===== src/hdl/eddth_pkg.sv =====
// ----------------------------------------------------------------------------
// eddth_pkg
// Shared types, constants and helpers of the error diffusion dither block.
// ----------------------------------------------------------------------------
package eddth_pkg;

  // Frame geometry
  localparam int MAX_WIDTH = 1024;
  localparam int ADDR_W    = $clog2(MAX_WIDTH);
  localparam int WIDTH_W   = 11;

  // Number formats: pixel values are Q8, errors are signed Q8
  localparam int PIX_W     = 8;
  localparam int FRAC_BITS = 8;
  localparam int VAL_W     = PIX_W + FRAC_BITS;
  localparam int ERR_W     = 17;
  localparam int SUM_W     = VAL_W + 3;
  localparam int WGT_W     = 5;

  typedef logic signed [ERR_W-1:0] err_t;
  typedef err_t [2:0] err3_t;

  localparam err_t ERR_ZERO = '0;

  // Luminance weights, Q8 (77R + 151G + 28B) / 256; FRAC_BITS equals 8 so no shift
  localparam logic [VAL_W-1:0] LUM_R = VAL_W'(77);
  localparam logic [VAL_W-1:0] LUM_G = VAL_W'(151);
  localparam logic [VAL_W-1:0] LUM_B = VAL_W'(28);

  // Kernel weights in 32nds: row 0 Floyd-Steinberg, row 1 Burkes
  localparam logic [WGT_W-1:0] RIGHT_W [2][2] = '{
    '{5'd14, 5'd0},
    '{5'd8,  5'd4}
  };
  localparam logic [WGT_W-1:0] BELOW_W [2][5] = '{
    '{5'd0, 5'd6, 5'd10, 5'd2, 5'd0},
    '{5'd2, 5'd4, 5'd8,  5'd4, 5'd2}
  };

  // Configuration register indexes
  typedef enum logic [1:0] {
    CFG_LINE_WIDTH    = 2'd0,
    CFG_GRAY_MODE     = 2'd1,
    CFG_KERNEL_SELECT = 2'd2
  } cfg_index_e;

  // Per-channel control from the compute stage
  typedef struct packed {
    logic fire;
    logic frame_start;
    logic use_line;
    logic row_end;
    logic kernel;
  } chan_ctrl_t;

  // One write into the error line, all three channels at one column
  typedef struct packed {
    logic              en;
    logic [ADDR_W-1:0] addr;
    err3_t             data;
  } lb_wr_t;

  // error * weight / 32, rounded toward minus infinity
  function automatic err_t tap(input err_t e, input logic [WGT_W-1:0] w);
    logic signed [ERR_W+WGT_W:0] p;
    p = e * $signed({1'b0, w});
    return p[ERR_W+WGT_W-1:WGT_W];
  endfunction

endpackage


===== src/hdl/eddth_chan.sv =====
// ----------------------------------------------------------------------------
// eddth_chan
// One color channel: sum, clamp, threshold and error spread, with the
// carries to the right and the window of next-row errors.
// ----------------------------------------------------------------------------
module eddth_chan
  import eddth_pkg::*;
(
  input  logic             clk,
  input  logic             rst,
  input  chan_ctrl_t       ctrl,
  input  logic [VAL_W-1:0] value,
  input  err_t             line,
  output logic             level,
  output err_t             col_m2,
  output err_t             col_m1,
  output err_t             col_0
);

  localparam logic signed [SUM_W-1:0] TOP_Q  = SUM_W'(255 << FRAC_BITS);
  localparam logic signed [SUM_W-1:0] HALF_Q = SUM_W'(128 << FRAC_BITS);
  localparam logic signed [SUM_W-1:0] ZERO_Q = '0;

  err_t       carry0;
  err_t       carry1;
  err_t [3:0] bw;

  logic signed [SUM_W-1:0] sum;
  logic signed [SUM_W-1:0] clamped;
  err_t                    err;
  err_t                    line_term;
  err_t                    c0_base;
  err_t                    c1_base;
  err_t [4:0]              bw_add;
  err_t                    carry0_next;
  err_t                    carry1_next;

  // frame start drops the row state before this item
  assign c0_base   = ctrl.frame_start ? ERR_ZERO : carry0;
  assign c1_base   = ctrl.frame_start ? ERR_ZERO : carry1;
  assign line_term = ctrl.use_line ? line : ERR_ZERO;

  // sum, clamp once, threshold
  always_comb begin
    sum = $signed({{(SUM_W-VAL_W){1'b0}}, value}) + SUM_W'(c0_base) + SUM_W'(line_term);
    if (sum < ZERO_Q) begin
      clamped = ZERO_Q;
    end else if (sum > TOP_Q) begin
      clamped = TOP_Q;
    end else begin
      clamped = sum;
    end
    level = (clamped >= HALF_Q);
    err   = ERR_W'(clamped - (level ? TOP_Q : ZERO_Q));
  end

  // spread the error; the far right column of the window starts empty
  always_comb begin
    for (int k = 0; k < 4; k++) begin
      if (!ctrl.frame_start) begin
        bw_add[k] = bw[k] + tap(err, BELOW_W[ctrl.kernel][k]);
      end else begin
        bw_add[k] = tap(err, BELOW_W[ctrl.kernel][k]);
      end
    end
    bw_add[4]   = tap(err, BELOW_W[ctrl.kernel][4]);
    carry0_next = c1_base + tap(err, RIGHT_W[ctrl.kernel][0]);
    carry1_next = tap(err, RIGHT_W[ctrl.kernel][1]);
  end

  assign col_m2 = bw_add[0];
  assign col_m1 = bw_add[1];
  assign col_0  = bw_add[2];

  // row state: shift the window, clear at row end
  always_ff @(posedge clk) begin
    if (rst) begin
      carry0 <= '0;
      carry1 <= '0;
      bw     <= '0;
    end else if (ctrl.fire) begin
      if (ctrl.row_end) begin
        carry0 <= '0;
        carry1 <= '0;
        bw     <= '0;
      end else begin
        carry0 <= carry0_next;
        carry1 <= carry1_next;
        for (int k = 0; k < 4; k++) begin
          bw[k] <= bw_add[k+1];
        end
      end
    end
  end

endmodule


===== config.mk =====
export PLATFORM = sky130hd
export DESIGN_NAME = eddth_chan
export DESIGN_NICKNAME = d
export VERILOG_FILES = /design/src/hdl/eddth_pkg.sv /design/src/hdl/eddth_chan.sv
export SDC_FILE = /design/constraint.sdc
export NUM_CORES = 1
export LEC_CHECK = 0
export ABC_AREA = 1
export BUFFER_PORTS_ARGS = -buffer_cell sky130_fd_sc_hd__buf_4
export CAP_MARGIN = 20
export CORE_ASPECT_RATIO = 0.6
export CORE_MARGIN = 8
export CORE_UTILIZATION = 46
export DETAILED_ROUTE_END_ITERATION = 8
export PLACE_DENSITY = 0.69
export RECOVER_POWER = 100
export SYNTH_ARGS = -nofsm -noshare
export SYNTH_HDL_FRONTEND = slang
export SYNTH_SLANG_ARGS = --single-unit

===== constraint.sdc =====
create_clock -name clk -period 14 [get_ports clk]
set_input_delay 1.4 -clock clk [delete_from_list [all_inputs] [get_ports clk]]
set_output_delay 1.4 -clock clk [all_outputs]
set_load 0.05 [all_outputs]

# After elaboration in Yosys (flattened, before gate mapping)
# Index checks and enable logic that the tools add are counted.
word_totals:
  register_bits: 102
  input_bits: 40
  out_inout_bits: 52
  wordCells: 45
classes:
  add_sub_neg: 8
  multipliers: 7
  order_cmp: 4
  mux: 19
  n_bitwise: 1
ops:
  columns: ["operator", "count"]
  rows:
  - ["17-bit by 6-bit multiplier with 22-bit output", 7]
  - ["17-bit 2-to-1 mux", 9]
  - ["17-bit adder", 5]
  - ["68-bit 2-to-1 mux", 1]
  - ["25-bit 2-to-1 mux", 2]
  - ["19-bit 2-to-1 mux", 2]
  - ["22-bit 2-to-1 mux", 1]
  - ["10-bit 2-to-1 mux", 2]
  - ["18-bit by 17-bit adder with 19-bit output", 1]
  - ["19-bit by 17-bit >= comparator with 1-bit output (second input constant)", 1]
  - ["19-bit by 17-bit greater-than comparator with 1-bit output (second input constant)", 1]
  - ["19-bit by 1-bit < comparator with 1-bit output (second input constant)", 1]
  - ["17-bit by 17-bit adder with 18-bit output", 1]
  - ["17-bit subtractor", 1]
  - ["16-bit 2-to-1 mux", 1]
  - ["8-bit 2-to-1 mux", 1]
  - ["2-bit >= comparator (second input constant)", 1]
  - ["1-bit NOT with 2-bit output", 1]

# Longest topological paths before layout
# Gate-level depths: netlist of run 1.
logic_depth:
  depth_word: 13
  ltp_mapped: 59
  ltp_nobuf: 56

# Least setup slack after synthesis of run 1
# OpenSTA, ideal clock, no wires.
synth_timing:
  path_kind: "input -> output"
  startpoint: "input port ctrl[3] in the netlist's numbering"
  endpoint: "output port col_m1[16]"
  arrival_ns: 10.873
  t_required_ns: 12.600
  path_slack_ns: 1.727
  stages: 48
  path_buffers: 4
  cell_sequence: "clkbuf_1 > clkbuf_1 > clkbuf_1 > clkbuf_1 > nor2_1 > fa_1 > ha_1 > fa_1 > nand2_1 > nand2_1 > nand3_1 > nand2_1 > nand2_1 > nand2_1 > nand2_1 > nand2_1 > nand2_1 > nor2_1 > [12 not listed] > nand2_1 > o21a_1 > o21ai_0 > nand2_1 > a21oi_1 > a31oi_1 > o21ai_0 > nand2_1 > nand2_1 > a21oi_1 > or2_2 > nand2_1 > ha_1 > inv_1 > nor3_1 > a211oi_1 > a21oi_1 > xnor2_1"
synth_between:
  elab_chain_cells: 12
  elab_cells_between_ends: 13
  cone_classes: "add/sub: 4; mul: 1; order compare: 3; mux: 5"
synth_lines:
  columns: ["element", "line", "text"]
  rows:
  - ["start, declared", "eddth_chan.sv:11", "input chan_ctrl_t ctrl,"]
  - ["17-bit 2-to-1 mux *", "eddth_chan.sv:39", "assign c0_base = ctrl.frame_start ? ERR_ZERO : carry0;"]
  - ["17-bit by 17-bit adder with 18-bit output *", "eddth_chan.sv:45", "sum = $signed({{(SUM_W-VAL_W){1'b0}}, value}) + SUM_W'(c0_base) + SUM_W'(line_term);"]
  - ["18-bit by 17-bit adder with 19-bit output *", "eddth_chan.sv:45", null]
  - ["19-bit by 17-bit greater-than comparator with 1-bit output", "eddth_chan.sv:48", "end else if (sum > TOP_Q) begin"]
  - ["19-bit 2-to-1 mux", "eddth_chan.sv:48", null]
  - ["19-bit 2-to-1 mux *", "eddth_chan.sv:46", "if (sum < ZERO_Q) begin"]
  - ["19-bit by 17-bit >= comparator with 1-bit output *", "eddth_chan.sv:53", "level = (clamped >= HALF_Q);"]
  - ["via level", "eddth_chan.sv:14", "output logic level,"]
  - ["16-bit 2-to-1 mux *", "eddth_chan.sv:54", "err = ERR_W'(clamped - (level ? TOP_Q : ZERO_Q));"]
  - ["17-bit subtractor *", "eddth_chan.sv:54", null]
  - ["17-bit by 6-bit multiplier with 22-bit output *", "eddth_pkg.sv:66", "p = e * $signed({1'b0, w});"]
  - ["17-bit adder", "eddth_chan.sv:61", "bw_add[k] = bw[k] + tap(err, BELOW_W[ctrl.kernel][k]);"]
  - ["17-bit 2-to-1 mux *", "eddth_chan.sv:60", "if (!ctrl.frame_start) begin"]
  - ["end, declared", "eddth_chan.sv:16", "output err_t col_m1,"]
# The timed path passes the listed nets; every way through them passes the cells marked *.

# Final worst setup path of run 1
layout_timing:
  startpoint: "input port ctrl[3] in the netlist's numbering"
  endpoint: "output port col_m1[15]"
layout_between:
  elab_chain_cells: 12
  elab_cells_between_ends: 13
  cone_classes: "add/sub: 4; mul: 1; order compare: 3; mux: 5"
layout_lines:
  columns: ["element", "line"]
  rows:
  - ["17-bit 2-to-1 mux", "eddth_chan.sv:39"]
  - ["17-bit by 17-bit adder with 18-bit output", "eddth_chan.sv:45"]
  - ["18-bit by 17-bit adder with 19-bit output", "eddth_chan.sv:45"]
  - ["19-bit by 17-bit greater-than comparator with 1-bit output", "eddth_chan.sv:48"]
  - ["19-bit 2-to-1 mux", "eddth_chan.sv:48"]
  - ["19-bit 2-to-1 mux", "eddth_chan.sv:46"]
  - ["19-bit by 17-bit >= comparator with 1-bit output", "eddth_chan.sv:53"]
  - ["16-bit 2-to-1 mux", "eddth_chan.sv:54"]
  - ["17-bit subtractor", "eddth_chan.sv:54"]
  - ["17-bit by 6-bit multiplier with 22-bit output", "eddth_pkg.sv:66"]
  - ["17-bit adder", "eddth_chan.sv:61"]
  - ["17-bit 2-to-1 mux *", "eddth_chan.sv:60"]
# Every way passes the cells marked *; elsewhere a longest branch is shown, timed or not.

==> results.json, run 1 <==
{
  "ios": 92,
  "drcViolationCount": 0,
  "synth_edf_count": 0,
  "cp.required_ns": 12.60,
  "num_rows": 50,
  "postSynthCellCount": 2283,
  "worstSetupStartpointType": "input port",
  "drt_pass1_iterations": 6,
  "gr-total-overflow": 0,
  "rsz0062_at_grt": "false",
  "numClockSinks": 82,
  "post-route-min-period_ns": 13.01,
  "cts_tree": "yes",
  "yosys-top-cells-area": "ha_1 (23%), nand2_1 (14%), dfxtp_1 (11%)",
  "dpl.cell_count": 2759,
  "clk_latency_ns": 0.39,
  "slowest_stage": "o21ai_0",
  "synthesis.area_um2": 14400,
  "synth.most_common_cell": "nand2_1",
  "tightestPinTransition_ns": 1.086,
  "gp_congestion": 0.9865,
  "floorplan.initialDensity": 0.4651,
  "grt_antenna_before_repair": 0,
  "numPortBuffers": 91,
  "rr_worst_depth": 47,
  "maxCapViolCount": 0,
  "max_stage_delay_ns": 0.86,
  "grt_pass1_vias": 13580,
  "vias": 14860,
  "holdPathStages": 2,
  "gr-usage-all-layers": 0.2424,
  "yosysTopAreaCellShare": 0.2250,
  "numCtsBuffers": 9,
  "setup_viol": 0,
  "path_clk_slew_ns": 0.07,
  "slew_violations": 0,
  "routed_wl_um": 46070,
  "area_growth_pct": 8.514,
  "path_class": "input port to output pin",
  "crit_start": "ctrl[3]",
  "ys.flop_type": "dfxtp_1",
  "die-area_um2": 37410,
  "htreeDepth": 3,
  "end_kind": "output pin",
  "finalSetupTns_ns": 0,
  "final_nets": 2696,
  "fin_skew_ns": 0.01476,
  "nFillCells": 3232,
  "cts_root_buffer": "clkbuf_16",
  "status": "complete, no violations",
  "synth_cell_type_count": 56,
  "drive_gt1_frac": 0.04705,
  "antenna_left": 0,
  "hold_viol": 0,
  "avgSynthCellArea_um2": 6.308,
  "min_from": "carry0[14]",
  "holdBufCountCts": 0,
  "timing.fmax_mhz": 76.89,
  "cts_setup_buffers": 0,
  "core_um2": 30970,
  "ys_warn_count": 0,
  "instances_no_fill": 2775,
  "die_x_um": 244.4,
  "place_hpwl_um": 37130,
  "ys_ff_latch": 82,
  "ys_seq_area_frac": 0.1140,
  "synth_area_leader_cell": "ha_1",
  "ctsResizeCount": 0,
  "diodes": 0,
  "relSlewSlack": 0.2763,
  "grt_max_degree": 84,
  "grt_pass1_wl_um": 73800,
  "path_max_fanout": 38,
  "post-route-period-util": 0.9289,
  "timing.critical_path.mode_cell": "nand2_1",
  "die_h_um": 153.1,
  "async_reset_ff_frac": 0,
  "r2r-start": "carry0[16]",
  "detail_route.vias_per_cell": 5.356,
  "cp.arrival_ns": 11.61,
  "drt_iter0_markers": 1557,
  "clk_path_buf_depth": 2,
  "synth_common_cells": "nand2_1 (552), inv_1 (402), ha_1 (259), a21oi_1 (235), nor2_1 (193)",
  "min_path_type": "register to register",
  "wl_per_cell_um": 16.60
}
-- metrics by stage --
step,util,instance area [um^2],setup WS [ns],hold WS [ns]
finish,0.5046,15630,0.9950,0.4714
detailed placement,0.5012,15520,1.572,0.4612
global route,0.5046,15630,0.2850,0.4906
floorplan,-,14440,1.727,0.4453
global placement,0.5012,15520,1.939,0.4555
CTS,0.5125,15870,1.479,0.4721
-- cell families (layout without fill, tap and decap cells) --
kind of cell    count (synthesis)  after routing  synth area share
simple gates                  919            919            0.2642
buf+inv                       463            529            0.1209
compound gates                446            446            0.1732
fa+ha+maj                     302            302            0.2848
flops                          82             82            0.1140
xor+xnor                       69             69           0.04249
other cells                     2             12         0.0005215
-- sequential cells by signal, summed over array words and instances (netlist names) --
signal	cells
bw	51
carry0	17
carry1	14
-- final timing paths --
| kind | slack, ns | end |
|---|---|---|
| setup / recovery | 0.99 | col_m1[15] |
| hold / removal | 0.47 | carry0[14] |
| setup reg to reg | 3.56 | carry0[16] |
| hold reg to reg | 0.47 | carry0[14] |
-- layer usage --
metal,vias up,global-route usage,share of wire
met4,0,0.03649,0.014
met5,-,0,0
met3,35,0.05430,0.087
li1,7506,-,-
met2,539,0.3458,0.39
met1,6782,0.3688,0.51
-- final cells by class --
type	instances	area (um^2)	share of cell area
multi-input combinational	1748	11020	0.7051
sequential	82	1642	0.1050
inverter	415	1558	0.09968
timing repair buffer	98	538.0	0.03443
tap	416	520.5	0.03331
clock buffer	9	225.2	0.01441
clock inverter	7	125.1	0.008006
-- placed cells by master, fill, tap and decap left out, types with 4 or more instances in the layout --
master and count:
inv_1 403, nand3b_1 5, xnor2_1 18, inv_2 9
o31ai_1 4, fa_1 43, xor2_1 50, conb_1 12
o221ai_1 4, or2_2 25, o2111ai_1 6, o21a_1 8
ha_1 259, a22oi_1 6, o21ai_0 114, clkbuf_1 52
dfxtp_1 82, nor2_1 193, a31o_2 4, o22ai_1 13
nand2_1 555, clkbuf_16 9, nor3_1 18, nand3_1 88
and2_1 5, o21bai_1 15, nand4_1 16, a21oi_1 236
o21ai_1 4, buf_4 45, a211oi_1 6, a21o_1 4
a31oi_1 12
-- worst max-delay path, delay by kind of cell --
family | cells | cell delay (ns)
adders and majority gates | 8 | 2.70
buffers and inverters | 8 | 1.76
xor gates and xnor gates | 1 | 0.44
AOI/OAI and AO/OA | 5 | 1.59
and+or+nand+nor | 23 | 3.62
Power of run 1 is left out: the tool's default activity adds up to more than one toggle a clock period on the data nets, which glitch-free logic cannot reach.
==> inputs of run 2 (changes only) <==
--- a/config.mk
+++ b/config.mk
@@ -5,7 +5,6 @@
 export SDC_FILE = /design/constraint.sdc
 export NUM_CORES = 1
 export LEC_CHECK = 0
-export ABC_AREA = 1
 export BUFFER_PORTS_ARGS = -buffer_cell sky130_fd_sc_hd__buf_4
 export CAP_MARGIN = 20
 export CORE_ASPECT_RATIO = 0.6
@@ -14,6 +13,7 @@
 export DETAILED_ROUTE_END_ITERATION = 8
 export PLACE_DENSITY = 0.69
 export RECOVER_POWER = 100
+export SLEW_MARGIN = 10
 export SYNTH_ARGS = -nofsm -noshare
 export SYNTH_HDL_FRONTEND = slang
 export SYNTH_SLANG_ARGS = --single-unit
==> run 2 against run 1 <==
- sequential share of layout area up 0.29 points
- hold slack worse by 0.0086 ns
- setup slack worse by 0.022 ns
- area after synthesis down 2.7%
- count of clock-buffer cells in the layout up 2
- via count down 10%
- sequential cell count unchanged
- critical path type unchanged
- largest cell class unchanged
- highest routed layer unchanged
==> results.json, run 2 <==
{
  "status": "complete, no violations",
  "maxCapViolCount": 0,
  "path_clk_slew_ns": 0.07,
  "cp.arrival_ns": 11.63,
  "async_reset_ff_frac": 0,
  "cts_root_buffer": "clkbuf_16",
  "synth_edf_count": 0,
  "numCtsBuffers": 9,
  "synth_cell_type_count": 85,
  "timing.fmax_mhz": 76.76,
  "fin_skew_ns": 0.007865,
  "relSlewSlack": 0.2664,
  "post-route-min-period_ns": 13.03,
  "min_path_type": "register to register",
  "synth_area_leader_cell": "ha_1",
  "ctsResizeCount": 0,
  "area_growth_pct": 8.594,
  "synth.most_common_cell": "ha_1",
  "rsz0062_at_grt": "false",
  "path_max_fanout": 20,
  "drive_gt1_frac": 0.05867,
  "final_nets": 2214,
  "vias": 13340,
  "ys.flop_type": "dfxtp_1",
  "holdBufCountCts": 0,
  "grt_pass1_vias": 12440,
  "drt_iter0_markers": 1027,
  "die-area_um2": 36470,
  "numClockSinks": 82,
  "synthesis.area_um2": 14010,
  "clk_path_buf_depth": 2,
  "core_um2": 29980,
  "gr-total-overflow": 0,
  "cp.required_ns": 12.60,
  "end_kind": "output pin",
  "tightestPinTransition_ns": 1.089,
  "num_rows": 49,
  "die_h_um": 151.2,
  "grt_antenna_before_repair": 0,
  "antenna_left": 0,
  "die_x_um": 241.3,
  "post-route-period-util": 0.9305,
  "utilization": 0.5073,
  "place_hpwl_um": 34570,
  "gp_congestion": 0.9467,
  "yosysTopAreaCellShare": 0.2314,
  "min_from": "carry0[13]",
  "cts_tree": "yes",
  "wl_per_cell_um": 18.77,
  "ios": 92,
  "avgSynthCellArea_um2": 7.760,
  "postPlaceCellArea_um2": 15100,
  "crit_start": "ctrl[3]",
  "clk_latency_ns": 0.37,
  "routed_wl_um": 42850,
  "slowest_stage": "a211o_1",
  "ys_ff_latch": 82,
  "reg.largest.list": "bw: 51 flops, carry0: 17 flops, carry1: 14 flops",
  "hold_viol": 0,
  "postSynthCellCount": 1805,
  "max_stage_delay_ns": 0.50,
  "hold_ws_ns": 0.4628,
  "path_class": "input port to output pin",
  "detail_route.vias_per_cell": 5.841,
  "drcViolationCount": 0,
  "diodes": 0,
  "final_cell_mix": "ha_1 (259), inv_1 (177), nor2_1 (159), nand2_1 (128), a21oi_1 (108)",
  "drt_pass1_iterations": 5,
  "grt_pass1_wl_um": 67640,
  "grt_max_degree": 67,
  "regMostFlops": "bw",
  "synth_common_cells": "ha_1 (259), inv_1 (177), nor2_1 (160), nand2_1 (128), a21oi_1 (108)",
  "largest_reg_flops": 51,
  "htreeDepth": 3,
  "yosys-top-cells-area": "ha_1 (23%), dfxtp_1 (12%), fa_1 (6.1%)",
  "cp_top_family": "compound AO/OA/AOI/OAI gates",
  "ys_seq_area_frac": 0.1172,
  "finalSetupTns_ns": 0,
  "ys_warn_count": 0,
  "r2r-start": "carry0[1]",
  "worstSetupStartpointType": "input port",
  "fin_area_um2": 15210,
  "floorplan.initialDensity": 0.4672,
  "timing.critical_path.mode_cell": "ha_1",
  "setup_viol": 0,
  "slew_violations": 0,
  "gr-usage-all-layers": 0.2334,
  "final_common_cell": "ha_1",
  "numPortBuffers": 91,
  "cp.buffers_inverters": 4,
  "cts_setup_buffers": 0
}
[run 2: routing by layer]
layer	track usage	wire length (um)	up-vias
met2	0.3447	17480	396
li1	-	-	6549
met4	0.04537	630	0
met3	0.04870	3007	46
met5	0	0	-
met1	0.3447	21740	6344
[run 2: cell families (layout without fill, tap and decap cells)]
| group | Yosys count | in the layout | share of synthesized area |
|---|---|---|---|
| buffers and inverters | 235 | 295 | 0.06405 |
| adder cells (fa/ha/maj) | 302 | 302 | 0.2928 |
| AO/OA/AOI/OAI | 488 | 488 | 0.2361 |
| flip-flops | 82 | 82 | 0.1172 |
| XOR/XNOR | 123 | 123 | 0.07844 |
| multiplexers | 27 | 27 | 0.02108 |
| AND/OR/NAND/NOR | 546 | 546 | 0.1897 |
| other | 2 | 12 | 0.0005362 |
[run 2: final cells by class]
class,count,area [um^2]
Fill cell,2947,14770
Multi-Input combinational cell,1498,11500
Sequential cell,82,1642
Inverter,178,668.1
Timing Repair Buffer,103,579.3
Tap cell,408,510.5
Clock buffer,11,242.7
Clock inverter,3,65.06
[run 2: metrics by stage]
| stage | setup slack (ns) | instances |
|---|---|---|
| 2_1_floorplan | 1.355 | 1815 |
| 3_3_place_gp | 1.411 | 2268 |
| 3_5_place_dp | 1.193 | 2268 |
| 4_1_cts | 1.140 | 2282 |
| 5_1_grt | 0.2752 | 2283 |
| 6_report | 0.9728 | 2283 |
[run 2: tightest hold or removal path, cell delays in order (launching register included)]
cell	delay, ns
dfxtp_1	0.32
nand2_1	0.04
o21ai_0	0.06
[run 2: final timing paths]
check	endpoint	slack, ns	cells past startpoint
setup / recovery	col_0[16]	0.97	38
hold / removal	carry0[13]	0.46	2
setup reg to reg	carry0[16]	3.51	43
hold reg to reg	carry0[13]	0.46	2
Power of run 2 is left out for the same reason.
==> inputs of run 3 (changes only) <==
--- a/config.mk
+++ b/config.mk
@@ -11,7 +11,7 @@
 export CORE_MARGIN = 8
 export CORE_UTILIZATION = 46
 export DETAILED_ROUTE_END_ITERATION = 8
-export PLACE_DENSITY = 0.69
+export PLACE_DENSITY_LB_ADDON = 0.15
 export RECOVER_POWER = 100
 export SLEW_MARGIN = 10
 export SYNTH_ARGS = -nofsm -noshare
==> run 3 against run 2 <==
- the run now ends with max-capacitance violations, max-slew violations left
- maximum frequency grew 0.29%
- routed wire length shrank 2.7%
- setup slack gained 0.038 ns
- count of clock-buffer cells in the layout is the same
- first-iteration DRC count grew 11%
- non-clock buffer count shrank 2
- critical path depth grew 1
- final cell count is the same
- die area is the same
- sequential share of layout area is essentially flat
- critical path type unchanged
==> results.json, run 3 (synthesis results as in run 2) <==
{
  "die_h_um": 151.2,
  "finalSetupTns_ns": 0,
  "routed_wl_um": 41710,
  "htreeDepth": 3,
  "failed_checks": "max-capacitance violations, max-slew violations",
  "grt_antenna_before_repair": 1,
  "tightestPinTransition_ns": 1.643,
  "core_um2": 29980,
  "detail_route.vias_per_cell": 5.693,
  "slowest_stage": "a211o_1",
  "min_path_type": "register to register",
  "end_kind": "output pin",
  "setup_viol": 0,
  "num_rows": 49,
  "clk_latency_ns": 0.38,
  "numClockSinks": 82,
  "worstSetupStartpointType": "input port",
  "die_x_um": 241.3,
  "status": "finished, violations left",
  "grt_pass1_vias": 12060,
  "cp.arrival_ns": 11.59,
  "final_common_cell": "ha_1",
  "slew_violations": 4,
  "numCtsBuffers": 9,
  "gr-usage-all-layers": 0.2269,
  "max_stage_delay_ns": 0.55,
  "reg2reg_setup_slack_ns": 3.29,
  "relSlewSlack": -0.1239,
  "holdBufCountCts": 0,
  "post-route-min-period_ns": 12.99,
  "rsz0062_at_grt": "false",
  "grt_max_degree": 136,
  "cts_setup_buffers": 0,
  "timing.fmax_mhz": 76.99,
  "hold_viol": 0,
  "place_hpwl_um": 33320,
  "reg.largest.list": "bw: 51 flops, carry0: 17 flops, carry1: 14 flops",
  "ios": 92,
  "timing.critical_path.mode_cell": "ha_1",
  "cts_tree": "yes",
  "antenna_left": 0,
  "gp_congestion": 0.9081,
  "ctsResizeCount": 0,
  "cp.required_ns": 12.60,
  "die-area_um2": 36470,
  "area_growth_pct": 8.674,
  "final_cell_mix": "ha_1 (259), inv_1 (177), nor2_1 (157), nand2_1 (128), a21oi_1 (108)",
  "cts_root_buffer": "clkbuf_16",
  "drt_pass1_iterations": 6,
  "wl_per_cell_um": 18.27,
  "path_clk_slew_ns": 0.07,
  "grt_pass1_wl_um": 66010,
  "vias": 13000,
  "numPortBuffers": 91,
  "post-route-period-util": 0.9278,
  "drt_iter0_markers": 1144,
  "gr-total-overflow": 0,
  "path_class": "input port to output pin",
  "largest_reg_flops": 51,
  "regMostFlops": "bw",
  "final_nets": 2212,
  "diodes": 0,
  "maxCapViolCount": 1,
  "fin_skew_ns": 0.01168,
  "floorplan.initialDensity": 0.4672,
  "clk_path_buf_depth": 2,
  "drive_gt1_frac": 0.05973,
  "drcViolationCount": 0,
  "nFillCells": 3031,
  "path_max_fanout": 20
}
## run 3: path summary, 6_finish.rpt
path	start	end	depth (start not counted)
worst max-delay path	ctrl[3]	col_m1[16]	39
worst min-delay path	carry0[13]	carry0[13]	2
worst max register to register	carry0[1]	carry0[16]	35
worst min register to register	carry0[13]	carry0[13]	2
## run 3: final cells by class
cell class                      count  area, um^2  share of cell area
Tap cell                          408       510.5             0.03354
Sequential cell                    82        1642              0.1079
Inverter                          178       668.1             0.04390
Clock buffer                       11       242.7             0.01595
Clock inverter                      5       77.57            0.005097
Multi-Input combinational cell   1498       11500              0.7556
Timing Repair Buffer              101       579.3             0.03806
## run 3: critical path, delay by kind of cell
kind | cells | cell delay (ns)
AO/OA/AOI/OAI | 15 | 4.26
AND/OR/NAND/NOR | 7 | 1.60
adder cells (fa/ha/maj) | 8 | 2.61
multiplexers | 1 | 0.40
buffers and inverters | 5 | 0.90
XOR/XNOR | 3 | 0.40
## run 3: metrics by stage
step / cells / instance area, um^2 / hold slack [ns] / setup slack, ns / util
3_5_place_dp: 2267 / 15110 / 0.4400 / 1.239 / 0.5040
4_1_cts: 2283 / 15430 / 0.4582 / 1.164 / 0.5147
5_1_grt: 2283 / 15220 / 0.4867 / 0.2377 / 0.5077
6_report: 2283 / 15220 / 0.4577 / 1.011 / 0.5077
3_3_place_gp: 2267 / 15110 / 0.4411 / 1.515 / 0.5040
2_1_floorplan: 1815 / 14040 / 0.4173 / 1.355 / -
## run 3: metal layers
layer,global-route usage,wire length [um],share of wire
met1,0.3456,21430,0.51
met2,0.3236,16840,0.40
met3,0.04906,3033,0.073
met4,0.03726,408,0.0098
met5,0,0,0
Power of run 3 is left out for the same reason.
